### src/src/rvs_pkg.sv
// Package for the rating vector similarity block: field widths, step counts,
// the metric codes and the sequencer states.
// Used by src/rating_vector_similarity_top.sv; depends on nothing.
package rvs_pkg;

   localparam int RATING_W        = 16;
   localparam int SIM_W           = 18;
   localparam int COUNT_W         = 11;
   localparam int COUNT_MAX       = 2047;
   localparam int MAX_ITEMS_DEF   = 1024;
   localparam int RATING_BITS_DEF = 16;
   localparam int WORD_W          = 64;
   localparam int MUL_STEPS       = 64;
   localparam int SQRT_STEPS      = 64;
   localparam int DIV_STEPS       = 17;
   localparam int STEP_W          = 7;
   localparam int MAG_W           = 17;
   localparam int MAG_ONE         = 65536;

   typedef enum logic [1:0] {
      METRIC_PEARSON = 2'd0,
      METRIC_COSINE  = 2'd1,
      METRIC_EUCLID  = 2'd2,
      METRIC_NONE    = 2'd3
   } metric_type;

   typedef enum logic [2:0] {
      ST_IDLE,
      ST_START,
      ST_MUL,
      ST_MUL_DONE,
      ST_SQRT,
      ST_DIV_SETUP,
      ST_DIV,
      ST_FINISH
   } state_type;

endpackage

### src/src/rating_vector_similarity_top.sv
// Top level of the rating vector similarity block: accumulators, bit-serial
// multiplier, square root and divider under one sequencer.
// Depends on src/rvs_pkg.sv.

// Requests are accepted one per cycle while the block accumulates. A request
// marked last starts the final computation, during which req_stall is high:
// a shift-add multiplier, a restoring square root (two radicand bits per
// step) and a restoring divider share one sequencer. Pearson needs seven
// products, cosine one and Euclidean none; a result that is forced to zero
// by the common count or the metric code skips the arithmetic.
// The result sits in an output register, so accumulation of the next vector
// pair goes on while it waits to be taken.
module rating_vector_similarity_top
   import rvs_pkg::*;
#(
   parameter int MAX_ITEMS   = MAX_ITEMS_DEF,
   parameter int RATING_BITS = RATING_BITS_DEF
) (
   input  logic                       clock,
   input  logic                       reset,
   input  logic                       csr_write_enable,
   input  logic [1:0]                 csr_write_data,
   input  logic                       req_valid,
   output logic                       req_stall,
   input  logic [RATING_W-1:0]        req_rating_a,
   input  logic [RATING_W-1:0]        req_rating_b,
   input  logic                       req_has_a,
   input  logic                       req_has_b,
   input  logic                       req_last_item,
   output logic                       rsp_valid,
   input  logic                       rsp_stall,
   output logic signed [SIM_W-1:0]    rsp_similarity,
   output logic [COUNT_W-1:0]         rsp_common_count,
   output logic                       rsp_degenerate
);

   localparam int CNT_W = $clog2(MAX_ITEMS + 1);
   localparam int SUM_W = RATING_BITS + CNT_W;
   localparam int SQ_W  = 2 * RATING_BITS + CNT_W;

   state_type                state_ff, state_in;
   metric_type               metric_ff;
   logic [CNT_W-1:0]         count_ff, count_in;
   logic [SUM_W-1:0]         sum_x_ff, sum_x_in, sum_y_ff, sum_y_in;
   logic [SQ_W-1:0]          sum_xy_ff, sum_xy_in, sum_xx_ff, sum_xx_in;
   logic [SQ_W-1:0]          sum_yy_ff, sum_yy_in;
   logic [2:0]               phase_ff, phase_in;
   logic [STEP_W-1:0]        step_ff, step_in;
   logic [WORD_W-1:0]        mcand_ff, mcand_in, mplier_ff, mplier_in;
   logic [2*WORD_W-1:0]      prod_ff, prod_in;
   logic [WORD_W-1:0]        tmp_ff, tmp_in, dx_ff, dx_in, m_ff, m_in;
   logic                     neg_ff, neg_in, degen_ff, degen_in;
   logic [2*WORD_W-1:0]      rad_ff, rad_in;
   logic [67:0]              rem_ff, rem_in;
   logic [WORD_W-1:0]        root_ff, root_in;
   logic [WORD_W-1:0]        div_d_ff, div_d_in;
   logic [WORD_W:0]          div_rem_ff, div_rem_in;
   logic [MAG_W-1:0]         quo_ff, quo_in, mag_ff, mag_in;
   logic                     rsp_valid_ff, rsp_valid_in;
   logic signed [SIM_W-1:0]  rsp_sim_ff, rsp_sim_in;
   logic [COUNT_W-1:0]       rsp_count_ff, rsp_count_in;
   logic                     rsp_degen_ff, rsp_degen_in;

   logic [RATING_BITS-1:0]   x, y;
   logic [2*RATING_BITS-1:0] xy, xx, yy;
   logic                     accept, take;
   logic [WORD_W-1:0]        n64, sx64, sy64, sxy64, sxx64, syy64;
   logic                     start_degen, mul_last, sqrt_last, div_last;
   logic                     load_ok, sat, root_zero;
   logic [WORD_W:0]          msum;
   logic [WORD_W-1:0]        lo, dy_val, d_val, tot, two, sqv;
   logic [67:0]              rem2, trial;
   logic                     sq_ge, dv_ge, dv_bit;
   logic [WORD_W:0]          r2;
   logic [MAG_W-1:0]         q_fin;
   logic [2:0]               phase_nx;

   assign req_stall = (state_ff != ST_IDLE);
   assign accept    = req_valid && !req_stall;
   assign x         = req_rating_a[RATING_BITS-1:0];
   assign y         = req_rating_b[RATING_BITS-1:0];
   assign xy        = x * y;
   assign xx        = x * x;
   assign yy        = y * y;
   assign take      = accept && req_has_a && req_has_b &&
                      (count_ff < CNT_W'(MAX_ITEMS));

   assign n64   = WORD_W'(count_ff);
   assign sx64  = WORD_W'(sum_x_ff);
   assign sy64  = WORD_W'(sum_y_ff);
   assign sxy64 = WORD_W'(sum_xy_ff);
   assign sxx64 = WORD_W'(sum_xx_ff);
   assign syy64 = WORD_W'(sum_yy_ff);

   assign start_degen = (metric_ff == METRIC_NONE) ||
                        ((metric_ff == METRIC_PEARSON) && (n64 < 64'd2)) ||
                        (n64 == 64'd0);
   assign mul_last  = (step_ff == STEP_W'(MUL_STEPS - 1));
   assign sqrt_last = (step_ff == STEP_W'(SQRT_STEPS - 1));
   assign div_last  = (step_ff == STEP_W'(DIV_STEPS - 1));
   assign load_ok   = !rsp_valid_ff || !rsp_stall;

   // Shift-add multiplier step: add into the upper half, then shift right.
   assign msum = {1'b0, prod_ff[2*WORD_W-1:WORD_W]} +
                 (mplier_ff[0] ? {1'b0, mcand_ff} : {(WORD_W+1){1'b0}});
   assign lo     = prod_ff[WORD_W-1:0];
   assign dy_val = (tmp_ff > lo) ? (tmp_ff - lo) : '0;
   assign phase_nx = phase_ff + 3'd1;

   // Euclidean radicand, computed in 64 bits and clamped at zero.
   assign tot = sxx64 + syy64;
   assign two = {sxy64[WORD_W-2:0], 1'b0};
   assign sqv = (tot > two) ? (tot - two) : '0;

   // Restoring square root step.
   assign rem2  = {rem_ff[65:0], rad_ff[2*WORD_W-1:2*WORD_W-2]};
   assign trial = {2'b00, root_ff, 2'b01};
   assign sq_ge = (rem2 >= trial);

   // Divider setup: the quotient saturates when m is at least 2d.
   assign d_val     = (metric_ff == METRIC_EUCLID) ? (WORD_W'(MAG_ONE) + root_ff)
                                                   : root_ff;
   assign root_zero = (root_ff == '0) && (metric_ff != METRIC_EUCLID);
   assign sat       = ({1'b0, m_ff} >= {d_val, 1'b0});

   // Restoring divider step; the numerator is m shifted up by 16 bits.
   assign dv_bit = (step_ff == '0) ? m_ff[0] : 1'b0;
   assign r2     = {div_rem_ff[WORD_W-1:0], dv_bit};
   assign dv_ge  = (r2 >= {1'b0, div_d_ff});
   assign q_fin  = {quo_ff[MAG_W-2:0], dv_ge};

   always_comb begin
      state_in = state_ff;
      case (state_ff)
         ST_IDLE: begin
            if (accept && req_last_item) state_in = ST_START;
         end
         ST_START: begin
            if (start_degen) state_in = ST_FINISH;
            else if (metric_ff == METRIC_EUCLID) state_in = ST_SQRT;
            else state_in = ST_MUL;
         end
         ST_MUL: begin
            if (mul_last) state_in = ST_MUL_DONE;
         end
         ST_MUL_DONE: begin
            state_in = (phase_ff == 3'd6) ? ST_SQRT : ST_MUL;
         end
         ST_SQRT: begin
            if (sqrt_last) state_in = ST_DIV_SETUP;
         end
         ST_DIV_SETUP: begin
            state_in = (root_zero || sat) ? ST_FINISH : ST_DIV;
         end
         ST_DIV: begin
            if (div_last) state_in = ST_FINISH;
         end
         ST_FINISH: begin
            if (load_ok) state_in = ST_IDLE;
         end
         default: state_in = ST_IDLE;
      endcase
   end

   always_comb begin
      count_in     = count_ff;
      sum_x_in     = sum_x_ff;
      sum_y_in     = sum_y_ff;
      sum_xy_in    = sum_xy_ff;
      sum_xx_in    = sum_xx_ff;
      sum_yy_in    = sum_yy_ff;
      phase_in     = phase_ff;
      step_in      = step_ff;
      mcand_in     = mcand_ff;
      mplier_in    = mplier_ff;
      prod_in      = prod_ff;
      tmp_in       = tmp_ff;
      dx_in        = dx_ff;
      m_in         = m_ff;
      neg_in       = neg_ff;
      degen_in     = degen_ff;
      rad_in       = rad_ff;
      rem_in       = rem_ff;
      root_in      = root_ff;
      div_d_in     = div_d_ff;
      div_rem_in   = div_rem_ff;
      quo_in       = quo_ff;
      mag_in       = mag_ff;
      rsp_sim_in   = rsp_sim_ff;
      rsp_count_in = rsp_count_ff;
      rsp_degen_in = rsp_degen_ff;
      rsp_valid_in = rsp_valid_ff && rsp_stall;
      case (state_ff)
         ST_IDLE: begin
            if (take) begin
               count_in  = count_ff + CNT_W'(1);
               sum_x_in  = sum_x_ff + SUM_W'(x);
               sum_y_in  = sum_y_ff + SUM_W'(y);
               sum_xy_in = sum_xy_ff + SQ_W'(xy);
               sum_xx_in = sum_xx_ff + SQ_W'(xx);
               sum_yy_in = sum_yy_ff + SQ_W'(yy);
            end
         end
         ST_START: begin
            degen_in = start_degen;
            neg_in   = 1'b0;
            mag_in   = '0;
            step_in  = '0;
            prod_in  = '0;
            rem_in   = '0;
            root_in  = '0;
            if (metric_ff == METRIC_COSINE) begin
               mcand_in  = sxx64;
               mplier_in = syy64;
               m_in      = sxy64;
               phase_in  = 3'd6;
            end else begin
               mcand_in  = n64;
               mplier_in = sxy64;
               m_in      = WORD_W'(MAG_ONE);
               phase_in  = 3'd0;
            end
            rad_in = {48'd0, sqv, 16'd0};
         end
         ST_MUL: begin
            prod_in   = {msum, prod_ff[WORD_W-1:1]};
            mplier_in = {1'b0, mplier_ff[WORD_W-1:1]};
            step_in   = step_ff + STEP_W'(1);
         end
         ST_MUL_DONE: begin
            step_in  = '0;
            prod_in  = '0;
            phase_in = phase_nx;
            case (phase_ff)
               3'd1: begin
                  neg_in = (tmp_ff < lo);
                  m_in   = (tmp_ff >= lo) ? (tmp_ff - lo) : (lo - tmp_ff);
               end
               3'd3: dx_in = (tmp_ff > lo) ? (tmp_ff - lo) : '0;
               3'd5: tmp_in = dy_val;
               3'd6: begin
                  rad_in  = prod_ff;
                  rem_in  = '0;
                  root_in = '0;
               end
               default: tmp_in = lo;
            endcase
            case (phase_nx)
               3'd1: begin
                  mcand_in  = sx64;
                  mplier_in = sy64;
               end
               3'd2: begin
                  mcand_in  = n64;
                  mplier_in = sxx64;
               end
               3'd3: begin
                  mcand_in  = sx64;
                  mplier_in = sx64;
               end
               3'd4: begin
                  mcand_in  = n64;
                  mplier_in = syy64;
               end
               3'd5: begin
                  mcand_in  = sy64;
                  mplier_in = sy64;
               end
               3'd6: begin
                  mcand_in  = dx_ff;
                  mplier_in = dy_val;
               end
               default: begin
                  mcand_in  = mcand_ff;
                  mplier_in = mplier_ff;
               end
            endcase
         end
         ST_SQRT: begin
            rem_in  = sq_ge ? (rem2 - trial) : rem2;
            root_in = {root_ff[WORD_W-2:0], sq_ge};
            rad_in  = {rad_ff[2*WORD_W-3:0], 2'b00};
            step_in = sqrt_last ? '0 : step_ff + STEP_W'(1);
         end
         ST_DIV_SETUP: begin
            div_d_in   = d_val;
            div_rem_in = {2'b00, m_ff[WORD_W-1:1]};
            quo_in     = '0;
            step_in    = '0;
            if (root_zero) begin
               degen_in = 1'b1;
            end else if (sat) begin
               mag_in = MAG_W'(MAG_ONE);
            end
         end
         ST_DIV: begin
            div_rem_in = dv_ge ? (r2 - {1'b0, div_d_ff}) : r2;
            quo_in     = q_fin;
            step_in    = step_ff + STEP_W'(1);
            if (div_last) begin
               mag_in = (q_fin > MAG_W'(MAG_ONE)) ? MAG_W'(MAG_ONE) : q_fin;
            end
         end
         ST_FINISH: begin
            if (load_ok) begin
               rsp_valid_in = 1'b1;
               rsp_degen_in = degen_ff;
               if (degen_ff) rsp_sim_in = '0;
               else if (neg_ff) rsp_sim_in = -$signed({1'b0, mag_ff});
               else rsp_sim_in = $signed({1'b0, mag_ff});
               rsp_count_in = (n64 > WORD_W'(COUNT_MAX)) ? COUNT_W'(COUNT_MAX)
                                                         : n64[COUNT_W-1:0];
               count_in  = '0;
               sum_x_in  = '0;
               sum_y_in  = '0;
               sum_xy_in = '0;
               sum_xx_in = '0;
               sum_yy_in = '0;
            end
         end
         default: begin
         end
      endcase
   end

   always_ff @(posedge clock) begin
      if (reset) begin
         state_ff     <= ST_IDLE;
         metric_ff    <= METRIC_PEARSON;
         count_ff     <= '0;
         sum_x_ff     <= '0;
         sum_y_ff     <= '0;
         sum_xy_ff    <= '0;
         sum_xx_ff    <= '0;
         sum_yy_ff    <= '0;
         phase_ff     <= '0;
         step_ff      <= '0;
         rsp_valid_ff <= 1'b0;
      end else begin
         state_ff     <= state_in;
         if (csr_write_enable) metric_ff <= metric_type'(csr_write_data);
         count_ff     <= count_in;
         sum_x_ff     <= sum_x_in;
         sum_y_ff     <= sum_y_in;
         sum_xy_ff    <= sum_xy_in;
         sum_xx_ff    <= sum_xx_in;
         sum_yy_ff    <= sum_yy_in;
         phase_ff     <= phase_in;
         step_ff      <= step_in;
         rsp_valid_ff <= rsp_valid_in;
      end
   end

   always_ff @(posedge clock) begin
      mcand_ff     <= mcand_in;
      mplier_ff    <= mplier_in;
      prod_ff      <= prod_in;
      tmp_ff       <= tmp_in;
      dx_ff        <= dx_in;
      m_ff         <= m_in;
      neg_ff       <= neg_in;
      degen_ff     <= degen_in;
      rad_ff       <= rad_in;
      rem_ff       <= rem_in;
      root_ff      <= root_in;
      div_d_ff     <= div_d_in;
      div_rem_ff   <= div_rem_in;
      quo_ff       <= quo_in;
      mag_ff       <= mag_in;
      rsp_sim_ff   <= rsp_sim_in;
      rsp_count_ff <= rsp_count_in;
      rsp_degen_ff <= rsp_degen_in;
   end

   assign rsp_valid        = rsp_valid_ff;
   assign rsp_similarity   = rsp_sim_ff;
   assign rsp_common_count = rsp_count_ff;
   assign rsp_degenerate   = rsp_degen_ff;

   a_degen_zero: assert property (@(posedge clock) disable iff (reset)
      (rsp_valid && rsp_degenerate) |-> (rsp_similarity == '0))
      else $error("degenerate result with nonzero similarity");

   a_sim_range: assert property (@(posedge clock) disable iff (reset)
      rsp_valid |-> ((rsp_similarity <= 18'sd65536) &&
                     (rsp_similarity >= -18'sd65536)))
      else $error("similarity out of range");

   a_count_limit: assert property (@(posedge clock) disable iff (reset)
      count_ff <= CNT_W'(MAX_ITEMS))
      else $error("common count above item limit");

   a_last_starts: assert property (@(posedge clock) disable iff (reset)
      (accept && req_last_item) |=> (state_ff == ST_START))
      else $error("last request did not start the computation");

   a_clear_on_load: assert property (@(posedge clock) disable iff (reset)
      (state_ff == ST_FINISH && load_ok) |=> (rsp_valid && count_ff == '0))
      else $error("result load did not clear the accumulators");

endmodule
### config.mk
export PLATFORM = sky130hd
export DESIGN_NAME = rating_vector_similarity_top
export DESIGN_NICKNAME = d
export VERILOG_FILES = /design/src/src/rvs_pkg.sv /design/src/src/rating_vector_similarity_top.sv
export SDC_FILE = /design/constraint.sdc
export NUM_CORES = 2
export LEC_CHECK = 0
export BUFFER_PORTS_ARGS = -buffer_cell sky130_fd_sc_hd__buf_2
export CORE_MARGIN = 5
export CORE_UTILIZATION = 67
export DETAILED_ROUTE_END_ITERATION = 6
export PLACE_DENSITY = 0.92
export SYNTH_ARGS = -nofsm -noshare
export SYNTH_HDL_FRONTEND = slang
export SYNTH_SLANG_ARGS = --single-unit
export TNS_END_PERCENT = 50
### constraint.sdc
create_clock -name clock -period 19.5 [get_ports clock]
set_input_delay 1.95 -clock clock [delete_from_list [all_inputs] [get_ports clock]]
set_output_delay 1.95 -clock clock [all_outputs]
set_load 0.01 [all_outputs]
# == After elaboration in Yosys (flattened, before gate mapping) ==
# Cells that the tools add are included.
# totals
reg_bits,1109
inputBits,42
output_inout_bits,32
wordCells,216
# classes
add_sub_neg,17
n_mul,3
n_lt_le_gt_ge,11
eq_ne,36
n_mux,68
bitwise,2
n_reduce_logical,49
# op_table
operator,count
64-bit two-way mux,8
64-bit case mux with 2 select lines,4
128-bit case mux with 3 select lines,1
64-bit case mux with 3 select lines,2
64-bit case mux with 5 select lines,1
43-bit two-way mux,7
43-bit case mux with 2 select lines,3
128-bit case mux with 2 select lines,1
64-bit case mux with 4 select lines,1
66-bit case mux with 3 select lines,1
64-bit subtractor,3
66-bit two-way mux,2
43-bit by 32-bit adder with 43-bit output,3
64-bit logical NOT,2
128-bit two-way mux,1
27-bit case mux with 2 select lines,2
16-bit by 16-bit multiplier with 32-bit output,3
17-bit two-way mux,5
27-bit two-way mux,3
68-bit by 66-bit >= comparator with 1-bit output,1
66-bit subtractor,1
64-bit by 64-bit adder with 65-bit output,1
64-bit by 65-bit >= comparator with 1-bit output,1
65-bit by 64-bit >= comparator with 1-bit output,1
53 further kinds,128

# == Longest topological paths before layout ==
# logic_depth
ltp_word,8
mapped_depth,28
ltp_nobuf,26

# == Worst setup path before layout ==
# OpenSTA, ideal clock, no wires.
# synth_timing
path_type,reg-to-reg
start,register state_ff[1]
end,"register mplier_ff[0], enable pin"
setup_time_ns,0.427
t_arrival_ns,9.045
required_ns,19.073
path_slack_ns,10.028
path_stages_with_launch,6
path_buffers,2
period_less_slack_ns,9.472
path_cell_list,dfxtp_1 -> clkbuf_1 -> inv_1 -> clkbuf_1 -> a21oi_1 -> o21a_1
# synth_via
elab_chain_cells,3
elab_cells_between_ends,6
cone_classes,eq/ne (4); reduce/logical (2)
# synth_lines
item,line_no,rtl
start: declaration,rating_vector_similarity_top.sv:41,"state_type state_ff, state_in;"
start signal: assignment,rating_vector_similarity_top.sv:340,state_ff <= state_in;
3-bit by 2-bit == test with 1-bit output / 3-bit by 1-bit == test with 1-bit output (equally long branches),rating_vector_similarity_top.sv:193,case (state_ff)
6-bit inequality test (no line) / 3-bit nonzero test (equally long branches),-,
2-bit AND reduction (no line) (*),-,
end signal: assignment,rating_vector_similarity_top.sv:356,mplier_ff <= mplier_in;
end: declaration,rating_vector_similarity_top.sv:49,"logic [WORD_W-1:0] mcand_ff, mcand_in, mplier_ff, mplier_in;"
# Mark *: on every way between the ends. The rest lies on a longest branch, timed or not.
# A chain may end at the register's enable or synchronous reset.

# == Worst setup path in the final report ==
# layout_timing
start,input req_rating_a[12]
end,register sum_xx_ff[35]
# layout_via
elab_chain_cells,4
# layout_lines
item,line_no,rtl
start: declaration,rating_vector_similarity_top.sv:25,"input logic [RATING_W-1:0] req_rating_a,"
16-bit by 16-bit multiplier with 32-bit output,rating_vector_similarity_top.sv:83,assign xx = x * x;
43-bit by 32-bit adder with 43-bit output,rating_vector_similarity_top.sv:200,sum_xx_in = sum_xx_ff + SQ_W'(xx);
43-bit two-way mux,rating_vector_similarity_top.sv:195,if (take) begin
43-bit case mux with 2 select lines,rating_vector_similarity_top.sv:193,
end signal: assignment,rating_vector_similarity_top.sv:346,sum_xx_ff <= sum_xx_in;
end: declaration,rating_vector_similarity_top.sv:45,"logic [SQ_W-1:0] sum_xy_ff, sum_xy_in, sum_xx_ff, sum_xx_in;"
# No other way between the ends. The select of a mux whose other input is x is not followed.

==> impl_metrics.yaml <==
worst_setup_path:
  cpMaxStageDelayCell: "o2111ai_1"
  crit_top_cell: "inv_1"
  cp-start-kind: "primary input"
  path_delay_family: "adder cells"
  end_kind: "register"
  crit_buf_inv: 8
  crit_fanout: 28
  crit_type: "primary input to register"
  required_ps: 20180
  cpPeakStageDelay_ps: 1160
  critPathArrivalTime_ps: 10690
timing:
  relSlewSlack_pct: -0.1224
  finalCriticalPeriod_ps: 10010
  fmax_mhz: 99.89
  setup_slack_ps: 9489
  skew_ps: 62.80
  tns_ps: 0
  worst_pin_slew_ps: 1502
  rsz0062_at_grt: "no"
  hold_viol: 0
  finalSetupViolCount: 0
  slew_violations: 4
  min_period_over_period_pct: 51.34
routing:
  wire_per_inst_um: 27.47
  antenna_left: 0
  drt_iter0_drc: 11810
  vias: 87700
  drtPass1Iterations: 7
  via_per_inst: 6.703
  wl_met2_mm: 157.2
  remaining_drc_errors: 175
  wl_met1_mm: 122.6
  dr.max_layer_used: "met5"
  wl_met3_mm: 45.82
  routed_wl_mm: 359.4
yosys:
  syn_inst: 11154
  ys_warn_count: 0
  synthFlopType: "edfxtp_1"
  ys_ff_latch: 1109
  netlist_area_um2: 100400
  synthArstFlopShare_pct: 0
  syn_area_per_cell_um2: 9.004
  synth_edf_count: 899
  synth_cell_types: 93
  synth.yosys.seq_area_share_pct: 31.07
  synth_fp_nets: 12665
floorplanning:
  pin_count: 74
  start_util_pct: 67.21
  rows: 142
  core_um2: 149400
  die_h_um: 397.2
  die-area_um2: 157700
  die_w_um: 397.2
final_layout:
  nets: 12452
  area_growth_pct: 6.557
  layout_commonest_cell: "inv_1"
  most-common-layout-cells: "inv_1, nand2_1, nor2_1, edfxtp_1, ha_1"
  drive_above_1_share_pct: 5.034
clocking:
  cts-resized-gates: 0
  htreeDepth: 4
  clock_path_buffers: 3
  root_buffer: "clkbuf_16"
  cts_tree: "built"
  cts.sinks: 1109
  clk_pin_slew_ps: 60
  clk_latency_ps: 850
  cts_inserted_buffers: 130
  cts_setup_buffers: 0
  cts_hold_buf: 0
min_path:
  hold_class: "register to register"
place:
  dp_hpwl_mm: 273.6
  gp_congestion: 1.056
  io_buffers: 73
  pre_cts_ws_ps: 9260
global_routing:
  overflow: 0
  first_global_vias: 87065
  grt_util_all_layers_pct: 44.93
  grt_max_degree: 129
  grt_pass1_wl_mm: 533.8
  antenna_found_initial: 41
run_status:
  violations: "DRC, capacitance limit, slew limit"
  status: "complete, but fails checks"
job:
  cap_violations: 2
==> flip-flops by register name, indices dropped and copies added (netlist names), 64 cells and up <==
name	cells
prod_ff	128
rad_ff	128
rem_ff	66
div_d_ff	64
div_rem_ff	64
dx_ff	64
m_ff	64
mcand_ff	64
mplier_ff	64
root_ff	64
tmp_ff	64
==> cell usage after synthesis (41+ instances only) <==
cell type     n  area (µm²)
mux2_2       48       540.5
o21ai_0     576        2883
inv_1      1528        5736
o31ai_1      50       375.4
nand3_1     168       840.8
nand4_1     139       869.6
xor2_1      231        2023
nor2_1      921        3457
a21oi_1     800        4004
a22oi_1     145        1089
nand2b_1     66       412.9
and2_1      331        2071
o211ai_1     44       330.3
dfxtp_1     210        4204
or3_1        43       269.0
a31oi_1     104       650.6
a21o_1      347        2605
buf_2        41       205.2
nor3_1      125       625.6
edfxtp_1    899       27000
nand2_1     949        3562
mux2i_1      54       540.5
ha_1        847       10600
a22o_1      113       989.7
nor2b_1      69       431.7
o21bai_1    107       803.3
and3_1       95       594.3
o21a_1       81       608.1
a211oi_1     67       503.0
fa_1        622       12450
xnor2_1     366        3206
clkbuf_1    473        1775
==> tightest hold or removal path, cell delays in order, from the launching register on <==
cell and delay [ps]:
dfxtp_1 330, nand2_1 60, a21oi_1 50
==> stage by stage <==
step                      cells  util (%)  area, µm²  hold WS, ps
final                     13084     71.62     107000        484.9
after global routing      13063     71.58     107000        496.3
after CTS                 13061     71.58     107000        476.6
after detailed placement  12825     68.54     102400        464.5
after global placement    12825     68.54     102400        462.7
after floorplan           11154         -     100400        424.4
==> worst paths after layout <==
kind,cells after the start,endpoint,start,slack [ps]
min reg2reg,2,sum_xy_ff[5],sum_xy_ff[5],480
max reg2reg,24,rad_ff[58],sum_yy_ff[1],11680
max,25,sum_xx_ff[35],req_rating_a[12],9490
min,2,sum_xy_ff[5],sum_xy_ff[5],480
==> cell type report <==
cell class                      count  area (µm²)
Antenna cell                       23       57.56
Clock buffer                      163        3522
Clock inverter                     73        1018
Fill cell                       10809       42410
Inverter                         1530        5743
Multi-Input combinational cell   7972       61630
Sequential cell                  1109       31200
Tap cell                         2016        2522
Timing Repair Buffer              198        1319
==> cell families (layout without fill, tap and decap cells) <==
family / Yosys count / after routing / synth area share, %
buf+inv: 2073 / 1964 / 7.827
simple gates: 3020 / 3020 / 13.91
xor+xnor: 597 / 597 / 5.206
flops: 1109 / 1109 / 31.07
fa+ha+maj: 1469 / 1469 / 22.95
other cells: 0 / 23 / 0
mux: 102 / 102 / 1.076
compound gates: 2784 / 2784 / 17.96
==> routing by layer <==
layer | track usage, % | vias up
met5 | 0 | -
met4 | 33.39 | 30
met3 | 13.63 | 1599
met2 | 69.13 | 5909
met1 | 53.36 | 42192
li1 | - | 37970
Power is not shown: default switching activity piles up to over one toggle a cycle in this logic, so the estimate is an artifact.
